## src/sv/snfcs_pkg.sv

```systemverilog
package snfcs_pkg;

    localparam logic [2:0] OP_JEDEC = 3'd0;
    localparam logic [2:0] OP_DEVID = 3'd1;
    localparam logic [2:0] OP_ERASE = 3'd2;
    localparam logic [2:0] OP_WRITE = 3'd3;
    localparam logic [2:0] OP_READ  = 3'd4;
    localparam logic [2:0] OP_WDATA = 3'd5;
    localparam logic [2:0] OP_RXB   = 3'd6;
    localparam logic [2:0] OP_RSVD  = 3'd7;

    localparam logic [2:0] K_XCHG  = 3'd0;
    localparam logic [2:0] K_REL   = 3'd1;
    localparam logic [2:0] K_REQ   = 3'd2;
    localparam logic [2:0] K_RDATA = 3'd3;
    localparam logic [2:0] K_ID    = 3'd4;
    localparam logic [2:0] K_DONE  = 3'd5;
    localparam logic [2:0] K_REJ   = 3'd6;

    // Flash instruction bytes, and the dummy byte shifted out while reading.
    localparam logic [7:0] FC_WREN  = 8'h06;
    localparam logic [7:0] FC_PP    = 8'h02;
    localparam logic [7:0] FC_RDSR  = 8'h05;
    localparam logic [7:0] FC_SE    = 8'h20;
    localparam logic [7:0] FC_READ  = 8'h03;
    localparam logic [7:0] FC_JEDEC = 8'h9F;
    localparam logic [7:0] FC_RDID  = 8'hAB;
    localparam logic [7:0] FC_DUMMY = 8'hFF;

    typedef struct packed {
        logic [2:0]  opcode;
        logic [23:0] address;
        logic [24:0] length;
        logic [7:0]  write_byte;
        logic [7:0]  received_byte;
    } t_in;

    typedef struct packed {
        logic [2:0]  kind;
        logic [7:0]  tx_byte;
        logic [7:0]  read_data;
        logic [23:0] id_value;
        logic        last;
    } t_res;

    // Results caused by one input transfer: count 1 to 2, slot 0 first.
    typedef struct packed {
        logic [1:0]     cnt;
        t_res [2:0]     res;
    } t_grp;

endpackage

```

## src/sv/spi_nor_flash_command_sequencer.sv

```systemverilog
// Path: a transfer's results are written to the result queue, then registered into o_data.
// Throughput: one input transfer per cycle while the two-entry result queue has room;
// results leave at one per cycle while i_ready accepts them.
// Reset: i_rst_n is synchronous and active low; it empties the queue and returns to idle.
module spi_nor_flash_command_sequencer #(
    parameter int PAGE_SIZE = 256
) (
    input  logic             i_clk,
    input  logic             i_rst_n,
    input  logic             i_valid,
    output logic             o_ready,
    input  snfcs_pkg::t_in   i_data,
    output logic             o_valid,
    input  logic             i_ready,
    output snfcs_pkg::t_res  o_data
);
    logic            w_push;
    snfcs_pkg::t_grp w_grp;

    snfcs_front #(.PAGE_SIZE(PAGE_SIZE)) u_front (
        .i_clk   (i_clk),
        .i_rst_n (i_rst_n),
        .i_valid (i_valid),
        .i_data  (i_data),
        .i_room  (o_ready),
        .o_push  (w_push),
        .o_grp   (w_grp)
    );

    snfcs_back u_back (
        .i_clk   (i_clk),
        .i_rst_n (i_rst_n),
        .i_push  (w_push),
        .i_grp   (w_grp),
        .o_room  (o_ready),
        .o_valid (o_valid),
        .i_ready (i_ready),
        .o_data  (o_data)
    );

endmodule

```

## src/sv/snfcs_front.sv

```systemverilog
module snfcs_front #(
    parameter int PAGE_SIZE = 256
) (
    input  logic             i_clk,
    input  logic             i_rst_n,
    input  logic             i_valid,
    input  snfcs_pkg::t_in   i_data,
    input  logic             i_room,
    output logic             o_push,
    output snfcs_pkg::t_grp  o_grp
);
    localparam int PB = $clog2(PAGE_SIZE);

    localparam logic [4:0] PH_IDLE          = 5'd0;
    localparam logic [4:0] PH_ID            = 5'd1;
    localparam logic [4:0] PH_WE            = 5'd2;
    localparam logic [4:0] PH_PRE_STAT_CMD  = 5'd3;
    localparam logic [4:0] PH_PRE_STAT      = 5'd4;
    localparam logic [4:0] PH_CMD           = 5'd5;
    localparam logic [4:0] PH_POST_STAT_CMD = 5'd6;
    localparam logic [4:0] PH_POST_STAT     = 5'd7;
    localparam logic [4:0] PH_WAIT_DATA     = 5'd8;
    localparam logic [4:0] PH_DATA          = 5'd9;
    localparam logic [4:0] PH_READ          = 5'd10;

    logic [4:0]  r_phase, n_phase;
    logic [2:0]  r_cmd, n_cmd;
    logic [23:0] r_addr, n_addr;
    logic [24:0] r_rem, n_rem;
    logic [PB:0] r_pbl, n_pbl;
    logic [2:0]  r_step, n_step;
    logic [23:0] r_acc, n_acc;

    typedef snfcs_pkg::t_grp t_grp_local;
    t_grp_local  w_grp;

    function automatic snfcs_pkg::t_res mk(input logic [2:0] k, input logic [7:0] tx,
                                           input logic [7:0] rd, input logic [23:0] id,
                                           input logic lst);
        snfcs_pkg::t_res r;
        r.kind = k; r.tx_byte = tx; r.read_data = rd; r.id_value = id; r.last = lst;
        return r;
    endfunction

    assign o_push = i_valid && i_room;
    assign o_grp  = w_grp;

    always_comb begin
        logic [1:0]    e;
        logic [PB:0]   room;
        logic [2:0]    stp;
        logic [PB:0]   pbl_d;
        logic [24:0]   rem_d;
        logic [23:0]   a_next;
        logic [23:0]   a_src;
        logic [24:0]   rem_src;
        logic          do_page;
        e = 2'd0;
        n_phase = r_phase; n_cmd = r_cmd; n_addr = r_addr; n_rem = r_rem;
        n_pbl = r_pbl; n_step = r_step; n_acc = r_acc;
        w_grp = '0;
        do_page = 1'b0;
        a_src = r_addr;
        rem_src = r_rem;
        stp = r_step + 3'd1;
        pbl_d = (r_pbl != '0) ? r_pbl - 1'b1 : r_pbl;
        rem_d = (r_rem != '0) ? r_rem - 25'd1 : r_rem;
        a_next = r_addr + 24'd1;
        if (i_data.opcode <= snfcs_pkg::OP_READ) begin
            if (r_phase != PH_IDLE) begin
                w_grp.res[e] = mk(snfcs_pkg::K_REJ, 8'h0, 8'h0, 24'h0, 1'b1); e = e + 2'd1;
            end else begin
                n_cmd = i_data.opcode; n_addr = i_data.address; n_rem = i_data.length;
                n_step = '0; n_acc = '0; n_pbl = '0;
                a_src = i_data.address; rem_src = i_data.length;
                unique case (i_data.opcode) inside
                    snfcs_pkg::OP_JEDEC, snfcs_pkg::OP_DEVID: begin
                        n_phase = PH_ID;
                        w_grp.res[e] = mk(snfcs_pkg::K_XCHG,
                            (i_data.opcode == snfcs_pkg::OP_JEDEC) ? snfcs_pkg::FC_JEDEC
                                                                   : snfcs_pkg::FC_RDID,
                            8'h0, 24'h0, 1'b0); e = e + 2'd1;
                    end
                    snfcs_pkg::OP_ERASE: begin
                        n_phase = PH_WE;
                        w_grp.res[e] = mk(snfcs_pkg::K_XCHG, snfcs_pkg::FC_WREN, 8'h0,
                                          24'h0, 1'b0);
                        e = e + 2'd1;
                    end
                    snfcs_pkg::OP_WRITE: begin
                        if (i_data.length == '0) begin
                            n_phase = PH_IDLE;
                            w_grp.res[e] = mk(snfcs_pkg::K_DONE, 8'h0, 8'h0, 24'h0, 1'b1);
                            e = e + 2'd1;
                        end else begin
                            do_page = 1'b1;
                        end
                    end
                    default: begin
                        n_phase = PH_CMD;
                        w_grp.res[e] = mk(snfcs_pkg::K_XCHG, snfcs_pkg::FC_READ, 8'h0,
                                          24'h0, 1'b0);
                        e = e + 2'd1;
                    end
                endcase
            end
        end else if (i_data.opcode == snfcs_pkg::OP_WDATA) begin
            if (r_phase == PH_WAIT_DATA) begin
                n_phase = PH_DATA;
                w_grp.res[e] = mk(snfcs_pkg::K_XCHG, i_data.write_byte, 8'h0, 24'h0, 1'b0);
                e = e + 2'd1;
            end else begin
                w_grp.res[e] = mk(snfcs_pkg::K_REJ, 8'h0, 8'h0, 24'h0, 1'b1); e = e + 2'd1;
            end
        end else if (i_data.opcode == snfcs_pkg::OP_RXB) begin
            unique case (r_phase) inside
                PH_ID: begin
                    if (r_cmd == snfcs_pkg::OP_JEDEC) begin
                        if (r_step == 3'd1) n_acc = {i_data.received_byte, 16'h0};
                        else if (r_step == 3'd2) n_acc = r_acc | {8'h0, i_data.received_byte, 8'h0};
                        else if (r_step == 3'd3) n_acc = r_acc | {16'h0, i_data.received_byte};
                    end else if (r_step == 3'd4) begin
                        n_acc = {16'h0, i_data.received_byte};
                    end
                    if (r_step < ((r_cmd == snfcs_pkg::OP_JEDEC) ? 3'd3 : 3'd4)) begin
                        n_step = stp;
                        w_grp.res[e] = mk(snfcs_pkg::K_XCHG, snfcs_pkg::FC_DUMMY, 8'h0,
                                          24'h0, 1'b0);
                        e = e + 2'd1;
                    end else begin
                        n_phase = PH_IDLE;
                        w_grp.res[e] = mk(snfcs_pkg::K_REL, 8'h0, 8'h0, 24'h0, 1'b0);
                        e = e + 2'd1;
                        w_grp.res[e] = mk(snfcs_pkg::K_ID, 8'h0, 8'h0, n_acc, 1'b1);
                        e = e + 2'd1;
                    end
                end
                PH_WE: begin
                    w_grp.res[e] = mk(snfcs_pkg::K_REL, 8'h0, 8'h0, 24'h0, 1'b0); e = e + 2'd1;
                    if (r_cmd == snfcs_pkg::OP_ERASE) begin
                        n_phase = PH_PRE_STAT_CMD;
                        w_grp.res[e] = mk(snfcs_pkg::K_XCHG, snfcs_pkg::FC_RDSR, 8'h0,
                                          24'h0, 1'b0);
                    end else begin
                        n_phase = PH_CMD; n_step = '0;
                        w_grp.res[e] = mk(snfcs_pkg::K_XCHG, snfcs_pkg::FC_PP, 8'h0,
                                          24'h0, 1'b0);
                    end
                    e = e + 2'd1;
                end
                PH_PRE_STAT_CMD, PH_POST_STAT_CMD: begin
                    n_phase = (r_phase == PH_PRE_STAT_CMD) ? PH_PRE_STAT : PH_POST_STAT;
                    w_grp.res[e] = mk(snfcs_pkg::K_XCHG, snfcs_pkg::FC_DUMMY, 8'h0,
                                      24'h0, 1'b0);
                    e = e + 2'd1;
                end
                PH_PRE_STAT: begin
                    if (i_data.received_byte[0]) begin
                        w_grp.res[e] = mk(snfcs_pkg::K_XCHG, snfcs_pkg::FC_DUMMY, 8'h0,
                                          24'h0, 1'b0);
                        e = e + 2'd1;
                    end else begin
                        w_grp.res[e] = mk(snfcs_pkg::K_REL, 8'h0, 8'h0, 24'h0, 1'b0);
                        e = e + 2'd1;
                        n_phase = PH_CMD; n_step = '0;
                        w_grp.res[e] = mk(snfcs_pkg::K_XCHG, snfcs_pkg::FC_SE, 8'h0,
                                          24'h0, 1'b0);
                        e = e + 2'd1;
                    end
                end
                PH_CMD: begin
                    if (r_step < 3'd3) begin
                        n_step = stp;
                        w_grp.res[e] = mk(snfcs_pkg::K_XCHG,
                            (stp == 3'd1) ? r_addr[23:16] :
                            (stp == 3'd2) ? r_addr[15:8] : r_addr[7:0],
                            8'h0, 24'h0, 1'b0);
                        e = e + 2'd1;
                    end else if (r_cmd == snfcs_pkg::OP_ERASE) begin
                        n_phase = PH_POST_STAT_CMD;
                        w_grp.res[e] = mk(snfcs_pkg::K_REL, 8'h0, 8'h0, 24'h0, 1'b0);
                        e = e + 2'd1;
                        w_grp.res[e] = mk(snfcs_pkg::K_XCHG, snfcs_pkg::FC_RDSR, 8'h0,
                                          24'h0, 1'b0);
                        e = e + 2'd1;
                    end else if (r_cmd == snfcs_pkg::OP_WRITE) begin
                        n_phase = PH_WAIT_DATA;
                        w_grp.res[e] = mk(snfcs_pkg::K_REQ, 8'h0, 8'h0, 24'h0, 1'b0);
                        e = e + 2'd1;
                    end else if (r_rem == '0) begin
                        n_phase = PH_IDLE;
                        w_grp.res[e] = mk(snfcs_pkg::K_REL, 8'h0, 8'h0, 24'h0, 1'b0);
                        e = e + 2'd1;
                        w_grp.res[e] = mk(snfcs_pkg::K_DONE, 8'h0, 8'h0, 24'h0, 1'b1);
                        e = e + 2'd1;
                    end else begin
                        n_phase = PH_READ;
                        w_grp.res[e] = mk(snfcs_pkg::K_XCHG, snfcs_pkg::FC_DUMMY, 8'h0,
                                          24'h0, 1'b0);
                        e = e + 2'd1;
                    end
                end
                PH_POST_STAT: begin
                    if (i_data.received_byte[0]) begin
                        w_grp.res[e] = mk(snfcs_pkg::K_XCHG, snfcs_pkg::FC_DUMMY, 8'h0,
                                          24'h0, 1'b0);
                        e = e + 2'd1;
                    end else begin
                        w_grp.res[e] = mk(snfcs_pkg::K_REL, 8'h0, 8'h0, 24'h0, 1'b0);
                        e = e + 2'd1;
                        if (r_cmd == snfcs_pkg::OP_WRITE && r_rem != '0) begin
                            do_page = 1'b1;
                        end else begin
                            n_phase = PH_IDLE;
                            w_grp.res[e] = mk(snfcs_pkg::K_DONE, 8'h0, 8'h0, 24'h0, 1'b1);
                            e = e + 2'd1;
                        end
                    end
                end
                PH_DATA: begin
                    n_pbl = pbl_d; n_rem = rem_d; n_addr = a_next;
                    if (pbl_d != '0) begin
                        n_phase = PH_WAIT_DATA;
                        w_grp.res[e] = mk(snfcs_pkg::K_REQ, 8'h0, 8'h0, 24'h0, 1'b0);
                        e = e + 2'd1;
                    end else begin
                        n_phase = PH_POST_STAT_CMD;
                        w_grp.res[e] = mk(snfcs_pkg::K_REL, 8'h0, 8'h0, 24'h0, 1'b0);
                        e = e + 2'd1;
                        w_grp.res[e] = mk(snfcs_pkg::K_XCHG, snfcs_pkg::FC_RDSR, 8'h0,
                                          24'h0, 1'b0);
                        e = e + 2'd1;
                    end
                end
                PH_READ: begin
                    n_rem = rem_d; n_addr = a_next;
                    if (rem_d != '0) begin
                        w_grp.res[e] = mk(snfcs_pkg::K_RDATA, 8'h0, i_data.received_byte,
                                          24'h0, 1'b0);
                        e = e + 2'd1;
                        w_grp.res[e] = mk(snfcs_pkg::K_XCHG, snfcs_pkg::FC_DUMMY, 8'h0,
                                          24'h0, 1'b0);
                        e = e + 2'd1;
                    end else begin
                        n_phase = PH_IDLE;
                        w_grp.res[e] = mk(snfcs_pkg::K_REL, 8'h0, 8'h0, 24'h0, 1'b0);
                        e = e + 2'd1;
                        w_grp.res[e] = mk(snfcs_pkg::K_RDATA, 8'h0, i_data.received_byte,
                                          24'h0, 1'b1);
                        e = e + 2'd1;
                    end
                end
                default: begin
                    w_grp.res[e] = mk(snfcs_pkg::K_REJ, 8'h0, 8'h0, 24'h0, 1'b1);
                    e = e + 2'd1;
                end
            endcase
        end else begin
            w_grp.res[e] = mk(snfcs_pkg::K_REJ, 8'h0, 8'h0, 24'h0, 1'b1); e = e + 2'd1;
        end
        // A new page gets at most the room left before the next page boundary.
        room = (PB+1)'(PAGE_SIZE) - {1'b0, a_src[PB-1:0]};
        if (do_page) begin
            n_pbl = (rem_src < {{(25-PB-1){1'b0}}, room}) ? rem_src[PB:0] : room;
            n_phase = PH_WE;
            w_grp.res[e] = mk(snfcs_pkg::K_XCHG, snfcs_pkg::FC_WREN, 8'h0, 24'h0, 1'b0);
            e = e + 2'd1;
        end
        w_grp.cnt = e;
    end

    always_ff @(posedge i_clk) begin
        if (!i_rst_n) begin
            r_phase <= PH_IDLE;
            r_cmd   <= '0;
            r_addr  <= '0;
            r_rem   <= '0;
            r_pbl   <= '0;
            r_step  <= '0;
            r_acc   <= '0;
        end else if (o_push) begin
            r_phase <= n_phase;
            r_cmd   <= n_cmd;
            r_addr  <= n_addr;
            r_rem   <= n_rem;
            r_pbl   <= n_pbl;
            r_step  <= n_step;
            r_acc   <= n_acc;
        end
    end

endmodule

```

## src/sv/snfcs_back.sv

```systemverilog
module snfcs_back (
    input  logic             i_clk,
    input  logic             i_rst_n,
    input  logic             i_push,
    input  snfcs_pkg::t_grp  i_grp,
    output logic             o_room,
    output logic             o_valid,
    input  logic             i_ready,
    output snfcs_pkg::t_res  o_data
);
    snfcs_pkg::t_grp r_q [2];
    logic            r_wp, r_rp;
    logic [1:0]      r_cnt;
    logic [1:0]      r_idx;
    logic            r_valid;
    snfcs_pkg::t_res r_out;

    logic w_load, w_pop;
    snfcs_pkg::t_grp w_head;

    assign o_room  = (r_cnt != 2'd2);
    assign w_head  = r_q[r_rp];
    assign w_load  = (r_cnt != 2'd0) && (!r_valid || i_ready);
    assign w_pop   = w_load && (r_idx == w_head.cnt - 2'd1);
    assign o_valid = r_valid;
    assign o_data  = r_out;

    always_ff @(posedge i_clk) begin
        if (i_push) r_q[r_wp] <= i_grp;
        if (w_load) r_out <= w_head.res[r_idx];
    end

    always_ff @(posedge i_clk) begin
        if (!i_rst_n) begin
            r_wp    <= 1'b0;
            r_rp    <= 1'b0;
            r_cnt   <= '0;
            r_idx   <= '0;
            r_valid <= 1'b0;
        end else begin
            if (i_push) r_wp <= ~r_wp;
            if (w_pop) r_rp <= ~r_rp;
            r_cnt <= r_cnt + {1'b0, i_push} - {1'b0, w_pop};
            if (w_pop) r_idx <= '0;
            else if (w_load) r_idx <= r_idx + 2'd1;
            if (w_load) r_valid <= 1'b1;
            else if (i_ready) r_valid <= 1'b0;
        end
    end

endmodule

```

## config.mk

```make
export PLATFORM = sky130hd
export DESIGN_NAME = spi_nor_flash_command_sequencer
export DESIGN_NICKNAME = d
export VERILOG_FILES = /design/src/sv/snfcs_pkg.sv /design/src/sv/spi_nor_flash_command_sequencer.sv /design/src/sv/snfcs_front.sv /design/src/sv/snfcs_back.sv
export SDC_FILE = /design/constraint.sdc
export NUM_CORES = 1
export LEC_CHECK = 0
export ABC_AREA = 1
export BUFFER_PORTS_ARGS = -buffer_cell sky130_fd_sc_hd__buf_4
export CAP_MARGIN = 20
export CORE_ASPECT_RATIO = 0.75
export CORE_MARGIN = 2
export CORE_UTILIZATION = 40
export CTS_CLUSTER_SIZE = 30
export DETAILED_ROUTE_END_ITERATION = 8
export PLACE_DENSITY = 0.62
export REMOVE_ABC_BUFFERS = 1
export SLEW_MARGIN = 20
export SYNTH_ARGS = -nofsm -noshare
export SYNTH_HDL_FRONTEND = slang
export SYNTH_SLANG_ARGS = --single-unit
```

## constraint.sdc

```tcl
create_clock -name i_clk -period 5.5 [get_ports i_clk]
set_clock_uncertainty 0.05 [all_clocks]
set_input_delay 1.1 -clock i_clk [delete_from_list [all_inputs] [get_ports i_clk]]
set_output_delay 1.1 -clock i_clk [all_outputs]
set_load 0.02 [all_outputs]
```

==> summary.txt, run 1 <==
Synth
  – Prevailing post-synth register cell: edfxtp_1
  – Mapped Avg Cell Area: between 7 and 8 µm²
  – Mapped Cells: ~1.9k
  – Synth Cell Area: ~15,000 µm²
  – Seq/Total Area, Yosys: 0.4821
  – Cell variety after synth: about 50
  – Async SR Flop Fraction: 0
  – Synth Register Bits: 270
  – Post-synth EDFFs: 170
  – Yosys warnings: 0

Drt
  – Via count: roughly 14k
  – Initial DRC Count: about 1.3k
  – Wire per inst: ~17 µm
  – Final wirelength: approximately 43,000 µm
  – Post-route ant nets: 0
  – Drt pass-1 iters: 6
  – Vias per inst: between 5 and 6
  – DR DRC count: 0

Floorplanning
  – Die area: about 38,000 µm²
  – Initial core utilization: 0.4082
  – IO Count: about 120
  – CORE AREA: roughly 36,000 µm²
  – Row cnt: 60
  – Die Span Y: 170.3 µm
  – Die W: approximately 230 µm

CTS
  – Cts bufs inserted: 29
  – Insertion delay to the later sink of the worst-skew pair: 0.59 ns
  – CTS Hold Bufs: 0
  – Post-CTS sizing: 0
  – Clock root cell: clkbuf_16
  – CTS tree: done
  – Clk sinks: between 200 and 300
  – Post-CTS Setup Inserts: 0
  – Clock-pin slew on the worst setup and hold paths: 0.06 ns
  – H-tree Lvls: 1
  – Maximum root-to-sink buffer count: 3

Final layout
  – Most frequent cells in the layout: 343 x nor2_1, 337 x nand2_1, 189 x inv_1
  – Layout cells sized above 1: 0.1048
  – Commonest non-fill, non-tap cell in the layout: nor2_1
  – Nets@finish: approximately 2.1k
  – N_diodes: 0
  – Layout area overhead: 16.18%

Worst setup path
  – Worst Path Required: about 5.9 ns
  – Crit path kind: primary input to flop
  – Worst path slowest cell: nor3_4
  – Worst path arrival time: between 4 and 5 ns
  – WP depth: 20
  – CP max FO: 17
  – Critical Path Start Type: primary input
  – Critical path, cell by cell: buf_4 -> nand2_2 -> nand2_4 -> nor2_4 -> buf_4 -> o21ai_0 -> nor2_1 -> nand4_1 -> nor3_1 -> xor2_1 -> ha_1 -> nand2_1 -> nor2_1 -> a211oi_1 -> nand3_1 -> nor3_4 -> nand2_4 -> nand2_1 -> nand3_1 -> a21oi_1
  – R2r startpoint: u_front.r_phase[2]$_SDFFE_PN0P_
  – Crit. Startpoint: i_data[67]
  – Slowest stage delay, CP: around 0.38 ns
  – Bufs and invs on worst path: 2
  – Worst reg2reg path depth: 19
  – Top delay family on crit path: simple AND/OR/NAND/NOR gates
  – CP Capture Type: flop

Power
  – Pwr Total: around 8.4 mW
  – P_leak: between 6 and 7 nW
  – Pwr Density: between 400 and 500 nW/µm²
  – Peak supply drop: around 0.25 mV

Timing
  – Least-Margin Pin Slew: approximately 0.94 ns
  – Final Hold Viols: 0
  – RSZ-0062 raised after global routing: no
  – Final setup violation count: 0
  – Setup TNS: 0 ns
  – Max-slew violation count: 0
  – Max Freq: between 200 and 250 MHz
  – Final period util: 0.8036
  – Post-layout min period: roughly 4.4 ns
  – Max_slew headroom: 0.3688

Placed design
  – Final HPWL DP: between 30,000 and 40,000 µm
  – GPL Wtd Cong: between 0.9 and 1
  – PortBufs: between 100 and 150

Worst hold path
  – Worst Hold Launch: u_back.r_rp$_SDFFE_PN0P_
  – Hold Path Stages: 1
  – HP Class: flop to flop

Global route
  – Vias in the first global route: roughly 12k
  – GRT overflow: 0
  – Total track usage: 0.2257
  – Pin count of the biggest net entering global routing: 64
  – First-pass GRT wire length: between 60,000 and 70,000 µm
  – Initial antenna violation count: 0

Flow run
  – Max Cap Violations: 0

Run status
  – Status: finished clean
[area by class of cell]
class	count	area (µm²)
well taps	496	620.6
flip-flops and latches	270	7108
clock inverters	16	207.7
clock buffers	38	780.7
multi-input cells	1363	6623
inverters	196	735.7
fillers	3582	18980
repair buffers	140	1051
[final timing paths]
| check | end | slack (ns) |
|---|---|---|
| max | u_front.r_pbl[1]$_SDFFE_PN0P_ | 1.08 |
| min | flop | 0.40 |
| max reg2reg | u_front.r_pbl[1]$_SDFFE_PN0P_ | 1.25 |
| min reg2reg | flop | 0.40 |
[layer usage]
metal | global-route usage | vias to the layer above | wire [µm]
met5 | 0 | - | 0
met2 | 0.3337 | 438 | 18280
li1 | - | 6627 | -
met1 | 0.3512 | 6413 | 21460
met4 | 0.04693 | 0 | 743
met3 | 0.02676 | 63 | 2847
[flip-flops by register name, summed over array words and instances, names as in the netlist, named ones only]
register	cells
u_back.r_idx	2
u_back.o_data	44
u_back.o_valid	1
u_back.r_rp	1
u_back.r_wp	1
u_front.r_addr	24
u_back.r_q	126
u_back.r_cnt	2
u_front.r_step	3
u_front.r_cmd	3
u_front.r_rem	25
u_front.r_pbl	9
u_front.r_acc	24
u_front.r_phase	4
[power breakdown]
part / total, mW / internal (mW) / switching [mW] / leakage (nW)
clock network: 2.06 / 1.20 / 0.859 / 0.483
registers: 2.87 / 2.69 / 0.177 / 2.45
logic: 3.44 / 1.05 / 2.39 / 3.99
total: 8.36 / 4.94 / 3.42 / 6.93
[through the flow]
| stage | utilization | hold WS [ns] | instances | setup WS, ns | cell area (µm²) |
|---|---|---|---|---|---|
| floorplan | - | 0.3755 | 1829 | 0.7010 | 14430 |
| global placement | 0.4468 | 0.3756 | 2465 | 0.8012 | 16130 |
| detailed placement | 0.4468 | 0.3875 | 2465 | 0.6332 | 16130 |
| CTS | 0.4742 | 0.3982 | 2519 | 1.212 | 17120 |
| global route | 0.4743 | 0.4153 | 2519 | 0.6787 | 17130 |
| finish | 0.4743 | 0.3965 | 2519 | 1.080 | 17130 |
[worst register-to-register path: cells and delay by family (launching register included)]
| family | cells | cell delay [ns] |
|---|---|---|
| xor gates and xnor gates | 1 | 0.27 |
| DFF | 1 | 0.35 |
| adders and majority gates | 1 | 0.27 |
| AOI/OAI and AO/OA | 3 | 0.60 |
| buffers and inverters | 1 | 0.30 |
| and+or+nand+nor | 13 | 2.33 |
[cells in the mapped netlist (2+ instances only)]
library cell,instances,area (µm²)
clkinv_1,6,22.52
nor2_4,3,33.78
a21oi_1,178,890.9
nand4_1,24,150.1
xnor2_1,2,17.52
nor3_4,2,32.53
a211oi_1,6,45.04
clkbuf_1,57,214.0
o21a_1,3,22.52
a31oi_1,16,100.1
nor4_1,7,43.79
or2_2,2,12.51
a22oi_1,19,142.6
nand3_1,96,480.5
a221o_1,3,30.03
o211ai_1,7,52.55
nor3_1,43,215.2
buf_1,10,37.54
o21ai_0,175,875.8
nor3_2,2,20.02
dfxtp_1,100,2002
a221oi_1,4,35.03
edfxtp_1,170,5105
nand3b_1,3,22.52
a21o_1,5,37.54
nor2_2,2,12.51
inv_1,190,713.2
buf_2,9,45.04
nand2_4,3,33.78
xor2_1,22,192.7
nand2_2,3,18.77
o22ai_1,8,50.05
o21bai_1,3,22.52
nand2_1,337,1265
nor2_1,347,1303
ha_1,26,325.3
[logic make-up after synthesis]
family | count (synthesis) | share of synthesized area
flops | 270 | 0.4821
compound gates | 435 | 0.1613
buf+inv | 273 | 0.07079
fa+ha+maj | 26 | 0.02207
xor+xnor | 24 | 0.01426
simple gates | 877 | 0.2488
mux | 1 | 0.0006790
(Power assumes the default switching activity.)
==> inputs of run 2 (changes only) <==
ABC_AREA = 0   (was 1)
PLACE_DENSITY = 0.64   (was 0.62)
clock period = 3.8 ns   (was 5.5 ns; I/O delays follow)
==> summary.txt, run 2 <==
Timing
  – Setup TNS: 0 ns
  – Final period util: 0.9741
  – Setup ws final: approximately 0.098 ns
  – Least-Margin Pin Slew: ~1.0 ns
  – Post-layout min period: approximately 3.7 ns
  – Max-slew violation count: 0
  – Max_slew headroom: 0.3037
  – WHS: around 0.4 ns
  – Max Freq: approximately 270 MHz
  – Final setup violation count: 0
  – Final Hold Viols: 0
  – RSZ-0062 raised after global routing: yes

Global route
  – Initial antenna violation count: 0
  – Vias in the first global route: about 12k
  – First-pass GRT wire length: 68,900 µm
  – Pin count of the biggest net entering global routing: between 60 and 70
  – GRT overflow: 0
  – Total track usage: 0.2330

Worst setup path
  – Most used cell, CP: a21o_1
  – Critical path, cell by cell: inv_1 -> ha_1 -> or4b_2 -> nor3_2 -> and2_1 -> buf_4 -> nand3_1 -> a211oi_2 -> and4b_1 -> a21o_1 -> a21oi_1 -> a21o_1
  – Worst Path Required: between 4 and 5 ns
  – CP max FO: 8
  – Crit path kind: flop to flop
  – CP Capture Type: flop
  – Critical Path Start Type: flop
  – Worst path slowest cell: or4b_2
  – Worst path arrival time: 3.95 ns
  – Slowest stage delay, CP: ~0.67 ns

Final layout
  – Final Non-Filler Cells: between 2k and 2.5k
  – Number of flip-flops in the largest register: approximately 130
  – Nets@finish: approximately 1.7k
  – Most frequent cells in the layout: 229 x buf_4, 170 x edfxtp_1, 163 x nor2_1
  – Core Util, Final: 0.4938
  – Layout cells sized above 1: 0.2214
  – Design Area, Final: 17,610 µm²
  – Largest Register: u_back.r_q
  – Fillers: around 3.3k
  – N_diodes: 0
  – Commonest non-fill, non-tap cell in the layout: buf_4
  – Layout area overhead: 22.28%

Drt
  – Via count: about 12k
  – Post-route ant nets: 0
  – Initial DRC Count: about 1.2k
  – DR DRC count: 0
  – Wire per inst: approximately 21 µm
  – Final wirelength: between 40,000 and 50,000 µm
  – Drt pass-1 iters: 6
  – Vias per inst: just under 6

Floorplanning
  – IO Count: between 100 and 150
  – Row cnt: 60
  – CORE AREA: around 36,000 µm²
  – Die W: roughly 220 µm
  – Die area: around 38,000 µm²
  – Initial core utilization: 0.4039
  – Die Span Y: roughly 170 µm

CTS
  – Clock-pin slew on the worst setup and hold paths: 0.06 ns
  – Maximum root-to-sink buffer count: 3
  – Clock root cell: clkbuf_16
  – Clk sinks: 270
  – Insertion delay to the later sink of the worst-skew pair: ~0.56 ns
  – CTS tree: done
  – Cts bufs inserted: 28
  – H-tree Lvls: 1

Synth
  – Async SR Flop Fraction: 0
  – Cell taking the most area after synthesis: edfxtp_1
  – Mapped Cells: between 1k and 1.5k
  – Seq/Total Area, Yosys: 0.4935
  – Yosys warnings: 0
  – Share of the synthesized area in the top cell type: 0.3545
  – Post-synth EDFFs: 170
  – Count leader, synth: edfxtp_1
  – Area contributors post-synth: edfxtp_1 35%, dfxtp_1 14%, nor2_1 4.3%, a21oi_1 4.0%, mux2i_1 3.9%
  – Synth Cell Area: roughly 14,000 µm²
  – Mapped Avg Cell Area: just under 10 µm²
  – Cell variety after synth: 86
  – List of most frequent post-synthesis cells: 170 x edfxtp_1, 166 x nor2_1, 116 x nand2_1
  – Prevailing post-synth register cell: edfxtp_1
  – Synth Register Bits: between 200 and 300

Placed design
  – Cells after DPL: approximately 2.1k
  – PortBufs: 117
  – GPL Wtd Cong: roughly 1.0
  – Final HPWL DP: 31,640 µm
  – Placed cell areas: 16,450 µm²
  – Place WS: -0.2198 ns

Worst hold path
  – HP Class: primary input to flop

Power
  – Pwr Total: 11.16 mW
  – Peak supply drop: slightly below 0.3 mV
  – P_leak: between 6 and 7 nW
  – Pwr Density: 633.5 nW/µm²

Run status
  – Status: finished clean

Flow run
  – Max Cap Violations: 0
[run 2: cell families after synthesis]
group / count (synthesis) / share of synthesized area
AO/OA/AOI/OAI: 408 / 0.1840
AND/OR/NAND/NOR: 534 / 0.1864
buffers and inverters: 133 / 0.03579
flip-flops: 270 / 0.4935
XOR/XNOR: 24 / 0.01460
adder cells (fa/ha/maj): 26 / 0.02259
multiplexers: 73 / 0.06316
[run 2: final timing paths]
path / endpoint / slack (ns) / depth (start not counted) / startpoint
setup / recovery: u_back.r_q[1][79]$_DFFE_PP_ / 0.1 / 12 / u_front.r_rem[1]$_SDFFE_PN0P_
hold / removal: u_front.r_addr[16]$_SDFFE_PN0P_ / 0.40 / 3 / i_data[57]
hold reg to reg: u_front.r_acc[13]$_SDFFE_PN0P_ / 0.43 / 2 / u_front.r_acc[13]$_SDFFE_PN0P_
setup reg to reg: u_back.r_q[1][79]$_DFFE_PP_ / 0.1 / 12 / u_front.r_rem[1]$_SDFFE_PN0P_
[run 2: final cells by class]
type | instances | area (µm²) | share of cell area
clock buffer | 33 | 760.7 | 0.04320
clock inverter | 19 | 210.2 | 0.01194
inverter | 30 | 112.6 | 0.006395
multi-input combinational | 1065 | 6993 | 0.3971
sequential | 270 | 7109 | 0.4037
tap | 465 | 581.8 | 0.03304
timing repair buffer | 236 | 1842 | 0.1046
[run 2: timing repair]
item	4_1_cts	5_1_grt
endpoints found under the setup margin	53	69
cloned	0	1
setup buffers	0	4
hold buffers	0	0
gates resized for setup	5	28
pin swaps	0	21
[run 2: routing by layer]
metal | global-route usage | part of all wire | vias up
li1 | - | - | 5855
met1 | 0.3584 | 0.49 | 6026
met2 | 0.3334 | 0.41 | 483
met3 | 0.04520 | 0.077 | 69
met4 | 0.05661 | 0.024 | 0
met5 | 0 | 0 | -
[run 2: critical path, delay by kind of cell (launching register included)]
family          cells  cell delay (ns)
simple gates        5             1.53
flops               1             0.31
fa+ha+maj           1             0.20
buf+inv             2             0.31
compound gates      4             1.03
[run 2: where the power goes]
part | leakage (nW) | switching, mW | internal, mW
Clock | 0.472 | 1.18 | 1.71
Sequential | 2.45 | 0.269 | 3.82
Combinational | 3.54 | 2.45 | 1.74
==> inputs of run 3 (changes only) <==
MAX_ROUTING_LAYER = met4   (was not set)
==> summary.txt, run 3 (synthesis results as in run 2) <==
Worst setup path
  – Crit path kind: flop to flop
  – CP Capture Type: flop
  – Worst path arrival time: ~4 ns
  – R2r endpoint: u_back.r_q[0][32]$_DFFE_PP_
  – R2R setup slack: between 0.1 and 0.15 ns
  – Worst reg2reg path depth: 17
  – CP max FO: 10
  – R2r startpoint: u_front.r_pbl[0]$_SDFFE_PN0P_
  – Critical Path Start Type: flop
  – Worst Path Required: a little over 4 ns

Final layout
  – Number of flip-flops in the largest register: ~130
  – Commonest non-fill, non-tap cell in the layout: buf_4
  – Nets@finish: approximately 1.7k
  – N_diodes: 0
  – Largest Register: u_back.r_q
  – Most frequent cells in the layout: 239 x buf_4, 170 x edfxtp_1, 163 x nor2_1
  – Design Area, Final: about 18,000 µm²
  – Layout cells sized above 1: 0.2263
  – Fillers: 3,255
  – Layout area overhead: 22.75%

Drt
  – Initial DRC Count: between 1k and 1.5k
  – DR DRC count: 0
  – Post-route ant nets: 0
  – Vias per inst: slightly below 6
  – Wire per inst: between 20 and 25 µm
  – Drt pass-1 iters: 6
  – Final wirelength: ~44,000 µm
  – Via count: ~12k

Timing
  – RSZ-0062 raised after global routing: yes
  – Setup ws final: about 0.14 ns
  – Post-layout min period: approximately 3.7 ns
  – Final Hold Viols: 0
  – Least-Margin Pin Slew: 1.191 ns
  – Final setup violation count: 0
  – Max_slew headroom: 0.1962
  – Final period util: 0.9634
  – Max Freq: roughly 270 MHz
  – WHS: approximately 0.4 ns
  – Max-slew violation count: 0

Placed design
  – Place WS: -0.2153 ns
  – GPL Wtd Cong: between 1 and 1.5
  – PortBufs: ~120
  – Final HPWL DP: 31,700 µm
  – Placed cell areas: between 15,000 and 20,000 µm²

Worst hold path
  – HP Class: primary input to flop
  – Worst Hold Launch: i_data[50]
  – Hold Path Stages: 3
  – Worst Hold Path EP: u_front.r_addr[9]$_SDFFE_PN0P_

CTS
  – Insertion delay to the later sink of the worst-skew pair: 0.57 ns
  – Maximum root-to-sink buffer count: 3
  – CTS Hold Bufs: 0
  – H-tree Lvls: 1
  – Clock-pin slew on the worst setup and hold paths: about 0.060 ns
  – Cts bufs inserted: 28
  – CTS tree: done
  – Clock root cell: clkbuf_16
  – Clk sinks: 270

Floorplanning
  – CORE AREA: roughly 36,000 µm²
  – Die area: roughly 38,000 µm²
  – Die Span Y: around 170 µm
  – Row cnt: 60
  – Initial core utilization: 0.4039
  – IO Count: between 100 and 150
  – Die W: 223.1 µm

Global route
  – GRT overflow: 0
  – Total track usage: 0.2400
  – Initial antenna violation count: 0
  – First-pass GRT wire length: approximately 69,000 µm
  – Vias in the first global route: 11.73k
  – Pin count of the biggest net entering global routing: 54

Power
  – P_leak: ~6.5 nW
  – Peak supply drop: about 0.34 mV
  – Pwr Density: around 630 nW/µm²

Flow run
  – Max Cap Violations: 0

Run status
  – Status: finished clean
## run 3: metal layers
layer	GRT usage	routed length, µm	share of wire	vias to the layer above
met5	-	0	0	-
met4	0.05836	842	0.019	0
met3	0.05236	3546	0.080	60
met2	0.3342	18550	0.42	474
met1	0.3522	21490	0.48	6001
li1	-	-	-	5883
## run 3: per-stage QoR
step	instances	power, mW	TNS (ns)	util
after floorplan	1365	6.543	-108.94	-
after detailed placement	2070	8.197	-1.494	0.4642
after CTS	2122	11.02	0	0.4910
final	2131	11.10	0	0.4957
after global placement	2070	8.161	-0.3258	0.4642
after global routing	2131	11.67	-1.625	0.4957
## run 3: layout make-up
cell class / instances / area, µm² / area share
inverters: 30 / 112.6 / 0.006370
repair buffers: 249 / 1971 / 0.1115
flip-flops and latches: 270 / 7109 / 0.4022
well taps: 465 / 581.8 / 0.03291
clock buffers: 35 / 778.2 / 0.04403
multi-input cells: 1065 / 6964 / 0.3940
clock inverters: 17 / 160.2 / 0.009060
## run 3: worst max-delay path by stage
stage | from | endpoint | cells past startpoint
6_report | u_front.r_pbl[0]$_SDFFE_PN0P_ | u_back.r_q[0][32]$_DFFE_PP_ | 17
5_1_grt | u_front.r_pbl[0]$_SDFFE_PN0P_ | u_back.r_q[0][32]$_DFFE_PP_ | 18
4_1_cts | u_front.r_phase[3]$_SDFFE_PN0P_ | u_front.r_pbl[4]$_SDFFE_PN0P_ | 18
3_3_place_gp | i_data[66] | u_front.r_pbl[7]$_SDFFE_PN0P_ | 18
3_5_place_dp | i_data[66] | u_front.r_pbl[4]$_SDFFE_PN0P_ | 18
2_1_floorplan | i_data[65] | u_front.r_pbl[6]$_SDFFE_PN0P_ | 15
## run 3: what timing repair did
action | in CTS | in global routing
buffers inserted | 0 | 8
pin swaps | 0 | 16
resized for setup | 4 | 26
endpoints found under the hold margin | 0 | 0
gates cloned | 0 | 1
endpoints found under the setup margin | 24 | 65
## run 3: worst max-delay path, cell delays in order, from the launching register on
cell,delay [ns]
dfxtp_1,0.35
inv_1,0.11
ha_1,0.19
nor2b_1,0.06
or3_1,0.33
a2111oi_2,0.43
o2111ai_2,0.24
nor2b_1,0.21
a31oi_1,0.19
nand3_1,0.18
buf_4,0.19
ha_1,0.20
nand2_1,0.13
nand2b_4,0.09
buf_4,0.14
nor2_2,0.14
buf_12,0.14
and2_1,0.15
## run 3: report_power, final
group / switching (mW) / internal [mW] / total [mW]
registers: 0.261 / 3.82 / 4.08
clock network: 1.19 / 1.60 / 2.79
logic: 2.45 / 1.78 / 4.23
total: 3.90 / 7.20 / 11.1
